**config.mk**
```make
export PLATFORM = sky130hd
export DESIGN_NAME = drr_front
export DESIGN_NICKNAME = d
export VERILOG_FILES = /design/src/rtl/drr_pkg.sv /design/src/rtl/drr_front.sv
export SDC_FILE = /design/constraint.sdc
export NUM_CORES = 1
export LEC_CHECK = 0
export BUFFER_PORTS_ARGS = -buffer_cell sky130_fd_sc_hd__buf_2
export CAP_MARGIN = 20
export CORE_UTILIZATION = 38
export DETAILED_ROUTE_END_ITERATION = 6
export GPL_TIMING_DRIVEN = 0
export HOLD_SLACK_MARGIN = 0.15
export SYNTH_ARGS = -nofsm -noshare
export SYNTH_HDL_FRONTEND = slang
export SYNTH_SLANG_ARGS = --single-unit
```
**constraint.sdc**
```tcl
create_clock -name clk -period 6.5 [get_ports clk]
set_clock_uncertainty 0.05 [all_clocks]
set_input_delay 0.325 -clock clk [delete_from_list [all_inputs] [get_ports clk]]
set_output_delay 0.325 -clock clk [all_outputs]
set_load 0.01 [all_outputs]
```
**src/rtl/drr_pkg.sv**
```systemverilog
// ----------------------------------------------------------------------------
// drr_pkg: shared types and constants
// Command kinds, screen limits and the command record queued between the
// front end and the raster engine.
// ----------------------------------------------------------------------------
package drr_pkg;

  localparam int MaxWidth  = 128;
  localparam int MaxHeight = 64;
  localparam int MaxRadius = 63;
  localparam int Cells     = MaxWidth * MaxHeight;
  localparam int AddrW     = $clog2(Cells);
  // start points stay below 2^FoldTop in magnitude; one fold per step down to 0
  localparam int FoldTop   = 12;
  localparam int RemW      = FoldTop + 8;

  typedef enum logic [2:0] {
    KIND_READ = 3'd0,
    KIND_PLOT = 3'd1,
    KIND_DISC = 3'd2,
    KIND_RING = 3'd3,
    KIND_BOTH = 3'd4
  } kind_t;

  localparam logic [1:0] CFG_WIDTH  = 2'd0;
  localparam logic [1:0] CFG_HEIGHT = 2'd1;
  localparam logic [1:0] CFG_BLANK  = 2'd2;

  typedef struct packed {
    logic [2:0]         kind;
    logic signed [11:0] x_pos;
    logic signed [11:0] y_pos;
    logic [5:0]         radius;
    logic [5:0]         thickness;
    logic [15:0]        char_code;
    logic [15:0]        fill_color;
    logic [15:0]        ring_color;
    logic               skip;
    logic               wrap;
  } cmd_t;

  typedef enum logic [2:0] {
    ST_IDLE,
    ST_PREP,
    ST_READ,
    ST_READ_WAIT,
    ST_SCAN,
    ST_DONE
  } eng_state_t;

endpackage

```
**src/rtl/drr_front.sv**
```systemverilog
// ----------------------------------------------------------------------------
// drr_front: command intake and queue
// Accepts commands, saturates the radius, folds the skip test into the
// record, and holds up to two records for the engine.
// ----------------------------------------------------------------------------
module drr_front (
  input  logic            clk,
  input  logic            rst,
  input  logic            in_valid,
  output logic            in_ready,
  input  drr_pkg::cmd_t   in_cmd,
  input  logic [15:0]     blank_code,
  output logic            q_valid,
  input  logic            q_ready,
  output drr_pkg::cmd_t   q_cmd
);

  drr_pkg::cmd_t slot [2];
  logic          rd_ptr;
  logic          wr_ptr;
  logic [1:0]    count;
  drr_pkg::cmd_t cooked;
  logic          push;
  logic          pop;

  always_comb begin
    cooked = in_cmd;
    if (in_cmd.radius > 6'(drr_pkg::MaxRadius)) cooked.radius = 6'(drr_pkg::MaxRadius);
    cooked.skip = in_cmd.skip && (in_cmd.char_code == blank_code);
  end

  assign in_ready = (count != 2'd2);
  assign q_valid  = (count != 2'd0);
  assign q_cmd    = slot[rd_ptr];
  assign push     = in_valid && in_ready;
  assign pop      = q_valid && q_ready;

  always_ff @(posedge clk) begin
    if (push) slot[wr_ptr] <= cooked;
    if (rst) begin
      rd_ptr <= 1'b0;
      wr_ptr <= 1'b0;
      count  <= 2'd0;
    end else begin
      if (push) wr_ptr <= ~wr_ptr;
      if (pop) rd_ptr <= ~rd_ptr;
      count <= count + {1'b0, push} - {1'b0, pop};
    end
  end

endmodule

```
### Word-level counts from Yosys, hierarchy flattened

Memories as Yosys holds them, arrays and structs flattened. A register that Yosys moved wholly into a read port is not among the register bits.
Index checks and enable logic that the tools add are counted.

| storage, ports and cells | value |
|---|---|
| output and inout bits | 91 |
| register bits | 4 |
| memories | 1 |
| bits of input ports | 109 |
| memory bits (writable) | 178 |

| operators by class | value |
|---|---|
| bitwise operators | 2 |
| add/sub/neg operators | 2 |
| $lt $le $gt $ge | 1 |
| muxes and demuxes | 5 |
| equal/unequal tests | 2 |
| reduce and logical (&&, ||, !) cells | 4 |

Memories:

| memory | depth | width | read ports | clocked after Yosys merged registers in | write ports | RTL line | RTL |
|---|---|---|---|---|---|---|---|
| slot | 2 | 89 | 1 | 1 | 1 | drr_front.sv:18 | `drr_pkg::cmd_t slot [2];` |

Operators with widths:

| kind | count |
|---|---|
| $eq A16 B16 Y1 | 1 |
| $gt A6 B6 Y1 const B | 1 |
| $mux W6 | 1 |
| $mux W1 | 4 |
| $logic_and A1 B1 Y1 | 3 |
| $add A2 B1 Y2 | 1 |
| $ne A2 B2 Y1 const B | 1 |
| $not A1 Y1 | 2 |
| $reduce_bool A2 Y1 | 1 |
| $sub A2 B1 Y2 | 1 |

### Longest topological paths before layout

Gate-level depths: netlist of run 1.

| depth | value |
|---|---|
| depth in word-level cells | 4 |
| mapped depth | 8 |
| gate-level depth less buffers | 8 |

### Worst setup path after synthesis of run 1

Ideal clock, no wire load.

| timing path | value |
|---|---|
| kind | reg-to-reg |
| start | register count[0] |
| end | memory slot[0][0] (netlist bit), enable pin |
| arrival time | 4.339 ns |
| stages on the path, launching flop included | 4 |
| setup slack | 1.574 ns |
| setup time | 0.537 ns |
| required time | 5.913 ns |
| cell sequence | dfxtp_1 > nand2b_1 > nand2_1 > nor2_1 |

| between the ends | value |
|---|---|
| word-level cells in the longest chain between the ends | 4 |

Ends and longest elaborated chain:

| what | RTL line | RTL |
|---|---|---|
| start, declared | drr_front.sv:21 | `logic [1:0] count;` |
| start signal, assigned | drr_front.sv:47 | `count <= count + {1'b0, push} - {1'b0, pop};` |
| $ne A2 B2 Y1 | drr_front.sv:32 | `assign in_ready = (count != 2'd2);` |
| named net in_ready | drr_front.sv:10 | `output logic in_ready,` |
| $logic_and A1 B1 Y1 | drr_front.sv:35 | `assign push = in_valid && in_ready;` |
| $mux W1 | drr_front.sv:39 | `if (push) slot[wr_ptr] <= cooked;` |
| $mux W1 (implied by the code) | drr_front.sv:39 |  |
| end, declared | drr_front.sv:18 |  |

The timed path passes the listed nets, and every way through them passes these cells.

==> impl_metrics.env, run 1 <==
export IMPL_status="completed"
export IMPL_antenna_cells=0
export IMPL_grt_pass1_wl_mm=20.7
export IMPL_slowest_stage="mux2_2"
export IMPL_globalRouteMet1Util_pct=18.2
export IMPL_fin_nets=743
export IMPL_netlist_top_cells_area="edfxtp_1 78%, mux2_2 15%, xnor2_1 1.8%"
export IMPL_power_density_nw_per_um2=358
export IMPL_synth_cell_type_count=20
export IMPL_worstReg2RegStart="count[0]"
export IMPL_hold_viol_final=0
export IMPL_yosysMostFrequentCell="edfxtp_1"
export IMPL_min_period_ps=2220
export IMPL_core_um2=17400
export IMPL_grt_use_met2_pct=25.9
export IMPL_cts_max_level=4
export IMPL_required_ps=6120
export IMPL_p_leak_uw=0.00366
export IMPL_crit_chain="buf_2, buf_2, mux2_2, buf_2"
export IMPL_wl_per_cell_um=15.7
export IMPL_fin_setup_tns_ps=0
export IMPL_crit_type="flip-flop to output pin"
export IMPL_nFillCells=1444
export IMPL_switching_share_pct=26.2
export IMPL_rows=48
export IMPL_setup_viol=0
export IMPL_synth_top_area_share_pct=78.2
export IMPL_finalWirelength_mm=13.6
export IMPL_yosys_area_top_type="edfxtp_1"
export IMPL_postSynthCellCount=328
export IMPL_min_path_type="primary input to flip-flop"
export IMPL_r2r_slack_ps=4460
export IMPL_syn_area_um2=6830
export IMPL_max_cap_violations=0
export IMPL_dp_hpwl_mm=8.91
export IMPL_worst_hold_slack_ps=271
export IMPL_busiest_layer="met2"
export IMPL_synth_warnings=0
export IMPL_hp_start="in_cmd[1]"
export IMPL_synth_compound_area_share_pct=0
export IMPL_synth_edf_count=178
export IMPL_placed_cell_area_um2=8160
export IMPL_comb_power_share_pct=24.6
export IMPL_fin_area_um2=9670
export IMPL_drt_iter0_markers=229
export IMPL_clockBufferDepth=2
export IMPL_worst_slack_ps=4280
export IMPL_grt_pass1_vias=4192
export IMPL_cts_buffers=17
export IMPL_drtAntennaViolNets=0
export IMPL_switching_power_uw=908
export IMPL_path_buf_inv=3
export IMPL_chipWidth_um=136
export IMPL_die_area_um2=18500
export IMPL_max_freq_ghz=0.451
export IMPL_drtPass1Iterations=4
export IMPL_p_seq_share_pct=44.2
export IMPL_synth_main_ff_cell="edfxtp_1"
export IMPL_cts_sinks=183
export IMPL_crit_fanout=10
export IMPL_holdPathStages=3
export IMPL_rsz0062_at_grt="no"
export IMPL_critical_path_max_stage_delay_ps=380
export IMPL_peakVddDrop_v=0.000196
export IMPL_place_congestion=0.728
export IMPL_synth_simple_area_share_pct=1.39
export IMPL_relSlewSlack_pct=40.5
export IMPL_yosys_area_share_xor_xnor_pct=2.56
export IMPL_async_reset_ff_share_pct=0
export IMPL_overflow=0
export IMPL_total_power_uw=3470
export IMPL_area_delta_synth_final_pct=41.6
export IMPL_synth_common_cells="178 x edfxtp_1, 89 x mux2_2, 14 x xnor2_1, 8 x buf_2"
export IMPL_drc_errors=0
export IMPL_critPathMostFrequentCell="buf_2"
export IMPL_synthesis_nets=439
export IMPL_io_pins=200
export IMPL_startpoint_type="flip-flop"
export IMPL_internal_power_uw=2560
export IMPL_cp_end_kind="output pin"
export IMPL_cts_tree="yes"
export IMPL_die_h_um=136
export IMPL_root_buffer="clkbuf_16"
export IMPL_drv_slew=0
export IMPL_reg2regPathDepth=4
export IMPL_worstHoldEndpoint="slot[1][1]"
export IMPL_avgSynthCellArea_um2=20.8
export IMPL_initial_utilization_pct=39.2
export IMPL_synthMuxAreaShare_pct=14.7
export IMPL_synth_top_family_by_area="multiplexers"
export IMPL_period_share_pct=34.1
export IMPL_pwr_share_clk_pct=31.2
export IMPL_ys_ff_latch=183
export IMPL_worst_slew_pin_slew_ps=891
export IMPL_insertion_delay_ps=410
export IMPL_grt_max_degree=49
export IMPL_io_buffers=193
export IMPL_cts_resized=0
export IMPL_vias=3954
export IMPL_via_per_inst=4.54
export IMPL_antenna_found_initial=0
export IMPL_path_delay_family="buffers and inverters"
export IMPL_path_clk_slew_ps=70
export IMPL_yosysSeqAreaShare_pct=79.7
export IMPL_r2r_end="slot[0][5]"
export IMPL_met3_usage_pct=3.32
export IMPL_drive_gt1_share_pct=50.9
export IMPL_worstPathArrival_ps=1840
export IMPL_yosys_area_share_adder_pct=0.366
export IMPL_place_ws_ps=4440
export IMPL_grt_usage_pct=15.0
[registers in the layout, indices dropped and copies added, names as in the netlist, named ones only]
| name | count |
|---|---|
| count | 2 |
| rd_ptr | 1 |
| slot | 178 |
| wr_ptr | 1 |
[worst max path at each step]
stage | startpoint | cells past startpoint | slack (ps) | end
floorplan | count[0] | 3 | 1570 | slot[0][0]
global placement | count[0] | 3 | -430 | slot[0][80]
detailed placement | count[0] | 4 | 4440 | slot[0][82]
CTS | flip-flop | 4 | 4230 | q_cmd[28]
global route | flip-flop | 4 | 4170 | q_cmd[29]
finish | flip-flop | 4 | 4280 | q_cmd[28]
[through the flow]
step	utilization [%]	std cells
floorplan	-	328
global placement	46.4	746
detailed placement	46.8	749
CTS	55.5	870
global route	55.5	870
finish	55.5	870
[power groups by stage]
stage | Combinational (µW) | Clock, µW | Sequential [µW]
after floorplan | 494 | 0 | 1570
after global placement | 788 | 0 | 1590
after detailed placement | 826 | 0 | 1560
after CTS | 874 | 1110 | 1530
after global routing | 927 | 1150 | 1540
final | 853 | 1080 | 1530
[worst min-delay path, delay by kind of cell]
family / cells / cell delay [ps]
buf+inv: 1 / 100
simple gates: 2 / 140
[layer usage]
metal,vias to the layer above,wire (µm)
met5,-,0
met1,1934,5710
li1,1878,-
met3,15,764
met4,0,197
met2,127,6940
[area by class of cell]
type                       count  area [µm²]  area share [%]
buffer                        16        85.1           0.880
clock buffer                  19         433            4.48
clock inverter                13         190            1.97
inverter                       1        3.75          0.0388
multi-input combinational    128        1310            13.5
sequential                   183        5450            56.3
tap                          225         282            2.91
timing repair buffer         285        1920            19.9
[cells in the final DEF (no fill, tap or decap), types with 2 or more instances in the layout]
master           n
buf_12           2
buf_2          201
buf_6            2
bufinv_16        4
clkbuf_1         8
clkbuf_16       17
clkinvlp_4       2
dfxtp_1          5
dlygate4sd3_1   89
edfxtp_1       178
ha_1             2
inv_6            3
mux2_2          89
nand2_1          2
nand4_1          3
nor2_1           4
xnor2_1         14
xor2_1           6
[repair_timing]
action	4_1_cts	5_1_grt
hold buffers	89	0
buffers inserted	0	0
endpoints found under the hold margin	181	0
[cell families (layout without fill, tap and decap cells)]
logic type                 Yosys count  after routing
adders and majority gates            2              2
buffers and inverters               17            334
xor gates and xnor gates            20             20
muxes                               89             89
DFF                                183            183
and+or+nand+nor                     17             17
No activity file was read; power rests on OpenSTA's default activity.
==> run 2, diff against run 1 <==
==> constraint.sdc (replaced) <==
create_clock -name clk -period 2.1 [get_ports clk]
set_clock_uncertainty 0.05 [all_clocks]
set_input_delay 0.105 -clock clk [delete_from_list [all_inputs] [get_ports clk]]
set_output_delay 0.105 -clock clk [all_outputs]
set_load 0.01 [all_outputs]
==> impl_metrics.env, run 2 (same netlist as run 1, synthesis figures left out) <==
export IMPL_slowest_stage="mux2_2"
export IMPL_rsz0062_at_grt="no"
export IMPL_cts_tree="yes"
export IMPL_status="completed"
export IMPL_drtPass1Iterations=4
export IMPL_min_path_type="primary input to flip-flop"
export IMPL_period_share_pct=92.7
export IMPL_overflow=0
export IMPL_grt_usage_pct=15.1
export IMPL_area_delta_synth_final_pct=42.8
export IMPL_final_cell_mix="199 x buf_2, 178 x edfxtp_1, 100 x dlygate4sd3_1"
export IMPL_grt_pass1_vias=4248
export IMPL_max_cap_violations=0
export IMPL_max_freq_ghz=0.514
export IMPL_worst_hold_slack_ps=253
export IMPL_insertion_delay_ps=430
export IMPL_p_leak_uw=0.00369
export IMPL_holdPathStages=5
export IMPL_worstPathArrival_ps=1790
export IMPL_total_power_uw=10500
export IMPL_wl_per_cell_um=15.5
export IMPL_hold_viol_final=0
export IMPL_vias=3984
export IMPL_io_buffers=193
export IMPL_required_ps=1950
export IMPL_root_buffer="clkbuf_16"
export IMPL_peakVddDrop_v=0.000699
export IMPL_multiInputGateArea_um2=1330
export IMPL_grt_pass1_wl_mm=20.7
export IMPL_placed_cell_area_um2=8180
export IMPL_worst_slew_pin_slew_ps=870
export IMPL_worst_slack_ps=153
export IMPL_dp_hpwl_mm=8.76
export IMPL_finalWirelength_mm=13.7
export IMPL_clockBufferDepth=2
export IMPL_chipWidth_um=136
export IMPL_regMostFlops="slot"
export IMPL_largest_reg_flops=178
export IMPL_power_density_nw_per_um2=1080
export IMPL_startpoint_type="flip-flop"
export IMPL_via_per_inst=4.52
export IMPL_place_ws_ps=131
export IMPL_drv_slew=0
export IMPL_reg2regPathDepth=4
export IMPL_cp_end_kind="output pin"
export IMPL_fin_nets=754
export IMPL_initial_utilization_pct=39.2
export IMPL_top_regs="slot: 178 flops, count: 2 flops"
export IMPL_rows=48
export IMPL_place_congestion=0.710
export IMPL_path_clk_slew_ps=70
export IMPL_crit_cells=5
export IMPL_core_um2=17400
export IMPL_crit_chain="clkbuf_4, buf_6, buf_6, mux2_2, buf_2"
export IMPL_critical_path_max_stage_delay_ps=340
export IMPL_cts_sinks=183
export IMPL_critPathMostFrequentCell="buf_6"
export IMPL_seq_area_um2=5450
export IMPL_grt_max_degree=58
export IMPL_min_period_ps=1950
export IMPL_drive_gt1_share_pct=50.2
export IMPL_cts_setup_buffers=0
export IMPL_nFillCells=1398
export IMPL_drc_errors=0
export IMPL_drtAntennaViolNets=0
export IMPL_antenna_found_initial=0
export IMPL_setup_viol=0
export IMPL_crit_fanout=10
export IMPL_relSlewSlack_pct=41.9
export IMPL_drt_iter0_markers=130
export IMPL_path_delay_family="buffers and inverters"
export IMPL_crit_type="flip-flop to output pin"
export IMPL_io_pins=200
export IMPL_fin_area_um2=9760
export IMPL_path_buf_inv=4
export IMPL_antenna_cells=0
export IMPL_final_common_cell="buf_2"
export IMPL_cts_buffers=17
export IMPL_cts_max_level=4
export IMPL_die_area_um2=18500
export IMPL_die_h_um=136
## run 2: timing repair
action                     in CTS  in global routing
setup endpoints to repair       0                 14
hold buffers                  100                  0
gates resized for setup         0                  2
hold endpoints to repair      183                  0
## run 2: worst register-to-register path: stages, from the launching register on
cell and delay [ps]:
dfxtp_2 340, nand2b_4 140, nand2_4 70, nor2_4 690, buf_12 310
## run 2: per-stage QoR
step | utilization, % | std cells | TNS (ps)
after floorplan | - | 328 | -20020
after global placement | 46.5 | 746 | -132370
after detailed placement | 46.9 | 749 | 0
after CTS | 56.0 | 881 | 0
after global routing | 56.0 | 881 | 0
final | 56.0 | 881 | 0
## run 2: final cells by class
| type | instances | area share (%) |
|---|---|---|
| Sequential cell | 183 | 55.8 |
| Tap cell | 225 | 2.89 |
| Buffer | 16 | 0.923 |
| Inverter | 1 | 0.0385 |
| Timing Repair Buffer | 296 | 20.9 |
| Clock inverter | 15 | 1.54 |
| Multi-Input combinational cell | 128 | 13.6 |
| Clock buffer | 17 | 4.36 |
## run 2: final timing paths
path	start	slack, ps	endpoint
hold reg to reg	rd_ptr	470	rd_ptr
setup reg to reg	count[0]	160	slot[0][24]
hold / removal	blank_code[5]	250	slot[0][1]
setup / recovery	flip-flop	150	q_cmd[87]
## run 2: layer usage
layer / vias to the layer above / global-route usage, % / wire (µm)
li1: 1901 / - / -
met1: 1929 / 16.9 / 5640
met2: 139 / 27.0 / 6990
met3: 15 / 4.14 / 854
met4: 0 / 6.23 / 180
met5: - / 0 / 0
## run 2: report_power, final
part           internal, µW  switching (µW)  leakage (µW)
combinational          1310            1370       0.00170
sequential             4630             120       0.00171
clock                  1750            1310      0.000278
total                  7690            2800       0.00369
